File: src/sv/cms_pkg.sv
`default_nettype none
package cms_pkg;

   localparam int HASH_W       = 64;
   localparam int BUCKET_W     = 32;
   localparam int TOTAL_W      = 64;
   localparam int CFG_W        = 11;
   localparam int ROWS_CFG_W   = 3;
   localparam int ROWS_MAX_DEF  = 4;
   localparam int WIDTH_MAX_DEF = 1024;
   localparam int ROW_WIDTH_RESET = 1024;
   localparam int ROW_COUNT_RESET = 4;

   localparam logic [HASH_W-1:0] FNV_BASIS = 64'hCBF29CE484222325;
   localparam logic [HASH_W-1:0] SEED_STEP = 64'd31;

   localparam logic REG_ROW_WIDTH = 1'b0;
   localparam logic REG_ROW_COUNT = 1'b1;

   localparam logic OP_COUNT = 1'b0;
   localparam logic OP_PROBE = 1'b1;

   localparam logic [BUCKET_W-1:0] BUCKET_FULL = '1;

   function automatic logic [HASH_W-1:0] row_seed(input int unsigned row);
      row_seed = FNV_BASIS + SEED_STEP * HASH_W'(row);
   endfunction

   // The prime is 2^40 + 0x1B3, so the product is one shift and a narrow
   // constant multiple.
   function automatic logic [HASH_W-1:0] fnv_step(input logic [HASH_W-1:0] h,
                                                  input logic [7:0] b);
      logic [HASH_W-1:0] x;
      x = h ^ {56'd0, b};
      fnv_step = (x << 40) + (x << 8) + (x << 7) + (x << 5) + (x << 4)
                 + (x << 1) + x;
   endfunction

endpackage
`default_nettype wire

File: src/sv/cms_rem.sv
`default_nettype none
module cms_rem #(
   parameter int ROWS_MAX = cms_pkg::ROWS_MAX_DEF
) (
   input  wire logic clock,
   input  wire logic reset,
   input  wire logic start,
   input  wire logic [cms_pkg::HASH_W-1:0] dividend [ROWS_MAX],
   input  wire logic [cms_pkg::CFG_W-1:0] divisor,
   output logic done,
   output logic [cms_pkg::CFG_W-1:0] remainder [ROWS_MAX]
);

   localparam int STEP_W = $clog2(cms_pkg::HASH_W);

   logic [cms_pkg::HASH_W-1:0] quot_ff [ROWS_MAX];
   logic [cms_pkg::CFG_W-1:0]  rem_ff  [ROWS_MAX];
   logic [cms_pkg::CFG_W-1:0]  div_ff;
   logic [STEP_W-1:0]          step_ff;
   logic                       busy_ff;
   logic                       done_ff;

   // One quotient bit per cycle in every lane; all lanes share the divisor.
   always_ff @(posedge clock) begin
      if (reset) begin
         busy_ff <= 1'b0;
         done_ff <= 1'b0;
         step_ff <= '0;
      end else begin
         done_ff <= 1'b0;
         if (start) begin
            busy_ff <= 1'b1;
            step_ff <= '0;
         end else if (busy_ff) begin
            step_ff <= step_ff + 1'b1;
            if (step_ff == STEP_W'(cms_pkg::HASH_W - 1)) begin
               busy_ff <= 1'b0;
               done_ff <= 1'b1;
            end
         end
      end
   end

   always_ff @(posedge clock) begin
      logic [cms_pkg::CFG_W:0] shifted;
      if (start) begin
         div_ff <= divisor;
         for (int r = 0; r < ROWS_MAX; r++) begin
            quot_ff[r] <= dividend[r];
            rem_ff[r]  <= '0;
         end
      end else if (busy_ff) begin
         for (int r = 0; r < ROWS_MAX; r++) begin
            shifted = {rem_ff[r], quot_ff[r][cms_pkg::HASH_W-1]};
            if (shifted >= {1'b0, div_ff}) begin
               shifted = shifted - {1'b0, div_ff};
            end
            rem_ff[r]  <= shifted[cms_pkg::CFG_W-1:0];
            quot_ff[r] <= quot_ff[r] << 1;
         end
      end
   end

   assign done      = done_ff;
   assign remainder = rem_ff;

endmodule
`default_nettype wire

File: config.mk
export PLATFORM = sky130hd
export DESIGN_NAME = cms_rem
export DESIGN_NICKNAME = d
export VERILOG_FILES = /design/src/sv/cms_pkg.sv /design/src/sv/cms_rem.sv
export SDC_FILE = /design/constraint.sdc
export NUM_CORES = 1
export LEC_CHECK = 0
export ABC_AREA = 0
export ABC_CLOCK_PERIOD_IN_PS = 7090
export BUFFER_PORTS_ARGS = -buffer_cell sky130_fd_sc_hd__buf_2
export CORE_ASPECT_RATIO = 1.1
export CORE_MARGIN = 5
export CORE_UTILIZATION = 55
export CTS_CLUSTER_DIAMETER = 150
export DETAILED_ROUTE_END_ITERATION = 8
export PLACE_DENSITY = 0.8
export SYNTH_ARGS = -nofsm -noshare
export SYNTH_HDL_FRONTEND = slang
export SYNTH_SLANG_ARGS = --single-unit
File: constraint.sdc
create_clock -name clock -period 7.09 [get_ports clock]
set_input_delay 0.3545 -clock clock [delete_from_list [all_inputs] [get_ports clock]]
set_output_delay 0.3545 -clock clock [all_outputs]
set_load 0.05 [all_outputs]
==> flow_summary.ini <==
[worst_hold_path]
holdPathStages = 1
hp-class = input port to register
min_from = divisor[9]
holdPathEnd = div_ff[9]$_DFFE_PP_

[finish]
final_cell_mix = buf_2, edfxtp_1, nand2_1, a22o_1, o21ai_0
nets = 1874
area_growth_pct = 19.6
final_core_util = 0.666
final_common_cell = buf_2
fill_cells = 2058
layout.cells.non_filler = 1943
layout-drive-gt1-share = 0.253

[sta]
min_period_over_period = 0.416
hold_slack_ns = 0.0241
rsz0062_at_grt = false
max_freq_mhz = 339
slew_headroom = 0.264
drv_slew = 0
finClkSkew_ns = 0.0182
setup_ws_ns = 4.14
finalSetupViolCount = 0
tns_ns = 0
finalHoldViolCount = 0
layout_min_cycle_time_ns = 2.95
worst_pin_slew_ns = 1.10

[job]
drv_cap = 0

[grt]
antenna_found_initial = 15
grt_usage = 0.236
grt-ovfl-total = 0
grt_pass1_vias = 11292
grt_start_max_net_pins = 140
grt_pass1_wl_microns = 58800

[die]
die_x_microns = 168
initial_core_util = 0.557
die_h_microns = 183
fp-row-count = 63
boundaryPins = 315
dieArea_sq_um = 30700
coreArea_sq_um = 27000

[cts]
cts_buffers = 34
clkLatencyLatePin_ns = 0.50
htreeDepth = 2
tritoncts = yes
post_cts_resized = 0
cts.clk_slew.worst_paths_ns = 0.06
post-cts-setup-buffer-count = 0
cts_hold_buffers = 0
clockBufferDepth = 3
cts.sinks = 319
cts-root-buf = clkbuf_16

[drt]
via_per_inst = 5.86
drt-total-wl_microns = 37900
drtIter0Drc = 984
drcViolationCount = 0
ant_nets = 0
drtPass1Iterations = 5
post_drt_wl_per_cell_microns = 19.5
vias = 11386

[yosys]
synthCells = 1272
ys_warn_count = 0
async_reset_ff_frac = 0
ys.flop_type = edfxtp_1
synth_edf_count = 264
yosysSeqAreaShare = 0.601
ys_seq_elements = 319
synth.avg_cell_area_sq_um = 11.8
synth_fp_nets = 1591
synth.cell_area_sq_um = 15000
yosysUniqueCellTypes = 58

[status]
outcome = complete, no violations

[placement]
gp_congestion = 0.914
dp_hpwl_microns = 25700
place_ws_ns = 3.91
port_buffers = 314
place_inst = 1876

[pwr]
sequentialPowerShare = 0.488
pwr-share-comb = 0.126
p_leak_nw = 7.70
power_density_nw_per_um2 = 261
power.internal_mw = 3.54
p_sw_frac = 0.245
vdd_drop_max_uv = 200
pwr-share-clk = 0.386
power.switching_mw = 1.15

[worst_setup_path]
cp_cell_sequence = ha_1 -> fa_1 -> nand2b_1 -> a21oi_1 -> o21a_1 -> or2_1 -> o31ai_1 -> a311oi_1
max_stage_delay_ns = 0.52
worstSetupEndpointType = register
crit_path_start = div_ff[0]$_DFFE_PP_
r2r-start = div_ff[0]$_DFFE_PP_
r2r_end = remainder[42]$_SDFFE_PP0P_
critPathRequiredTime_ns = 7.50
critPathLaunchType = register
critical_path.slowest_cell = or2_1
arrival_ns = 3.36
r2r_cells = 8
r2r_slack_ns = 4.14
crit_fanout = 14
crit_type = register to register
==> layout make-up <==
class	instances	area, sq um	area share
Inverter	30	120	0.00669
Sequential cell	319	9030	0.503
Antenna cell	6	15.0	0.000836
Clock buffer	42	932	0.0519
Timing Repair Buffer	323	1650	0.0916
Clock inverter	19	198	0.0110
Multi-Input combinational cell	847	5580	0.310
Tap cell	357	447	0.0249
==> metal layers <==
layer,wire length (microns),track usage,share of wire
met3,3140,0.0640,0.083
met5,96,0,0.0025
met4,1190,0.0763,0.031
met1,15300,0.312,0.40
met2,18200,0.384,0.48
==> worst max path at each step <==
stage	to	slack (ns)	depth (start not counted)
detailed placement	remainder[38]$_SDFFE_PP0P_	3.91	6
CTS	remainder[42]$_SDFFE_PP0P_	4.16	8
global route	remainder[40]$_SDFFE_PP0P_	3.97	8
global placement	remainder[38]$_SDFFE_PP0P_	3.93	6
finish	remainder[42]$_SDFFE_PP0P_	4.14	8
floorplan	remainder[38]$_SDFFE_PP0P_	0.71	5
==> synth_stat cells (5+ instances only) <==
library cell,n,area (sq um)
o21a_1,14,105
a21oi_1,42,210
edfxtp_1,264,7930
clkbuf_1,70,263
ha_1,45,563
o22ai_1,6,37.5
nand3_1,7,35.0
nor2b_1,8,50.1
o211ai_1,10,75.1
nor3_1,13,65.1
nor2_1,54,203
o21ai_1,5,25.0
nand4_1,9,56.3
o31ai_1,7,52.6
mux2i_1,11,110
nand2b_1,11,68.8
a22o_1,200,1750
or3_1,9,56.3
nand2_1,246,923
dfxtp_1,55,1100
and3_1,5,31.3
inv_1,30,113
xor2_1,7,61.3
o21ai_0,57,285
xnor2_1,13,114
==> sequential cells by signal, summed over array words and instances, names as in the netlist <==
| name | cells |
|---|---|
| remainder | 44 |
| step_ff | 6 |
| div_ff | 11 |
| done | 1 |
| quot_ff | 256 |
| busy_ff | 1 |
==> through the flow <==
stage,power [mW],area [sq um]
after floorplan,2.73,15000
final,4.69,18000
after detailed placement,2.92,16800
after global routing,4.89,18000
after CTS,4.73,17900
after global placement,2.90,16800
==> worst max-delay path: cells and delay by family, from the launching register on <==
| kind | cells | cell delay [ns] |
|---|---|---|
| AO/OA/AOI/OAI | 4 | 1.02 |
| adder cells (fa/ha/maj) | 2 | 0.67 |
| flip-flops | 1 | 0.46 |
| AND/OR/NAND/NOR | 2 | 0.69 |
==> power groups by stage <==
stage | Sequential [mW] | Clock (mW) | Combinational (mW)
after CTS | 2.29 | 1.84 | 0.593
after global routing | 2.30 | 1.93 | 0.654
final | 2.29 | 1.81 | 0.593
after global placement | 2.33 | 0 | 0.574
after floorplan | 2.36 | 0 | 0.371
after detailed placement | 2.32 | 0 | 0.592
==> cells by family after synthesis <==
group                      share of synthesized area
adders and majority gates                     0.0428
DFF                                            0.601
buffers and inverters                         0.0287
xor gates and xnor gates                      0.0117
muxes                                         0.0103
and+or+nand+nor                                0.111
AOI/OAI and AO/OA                              0.194
(Power assumes the default switching activity.)
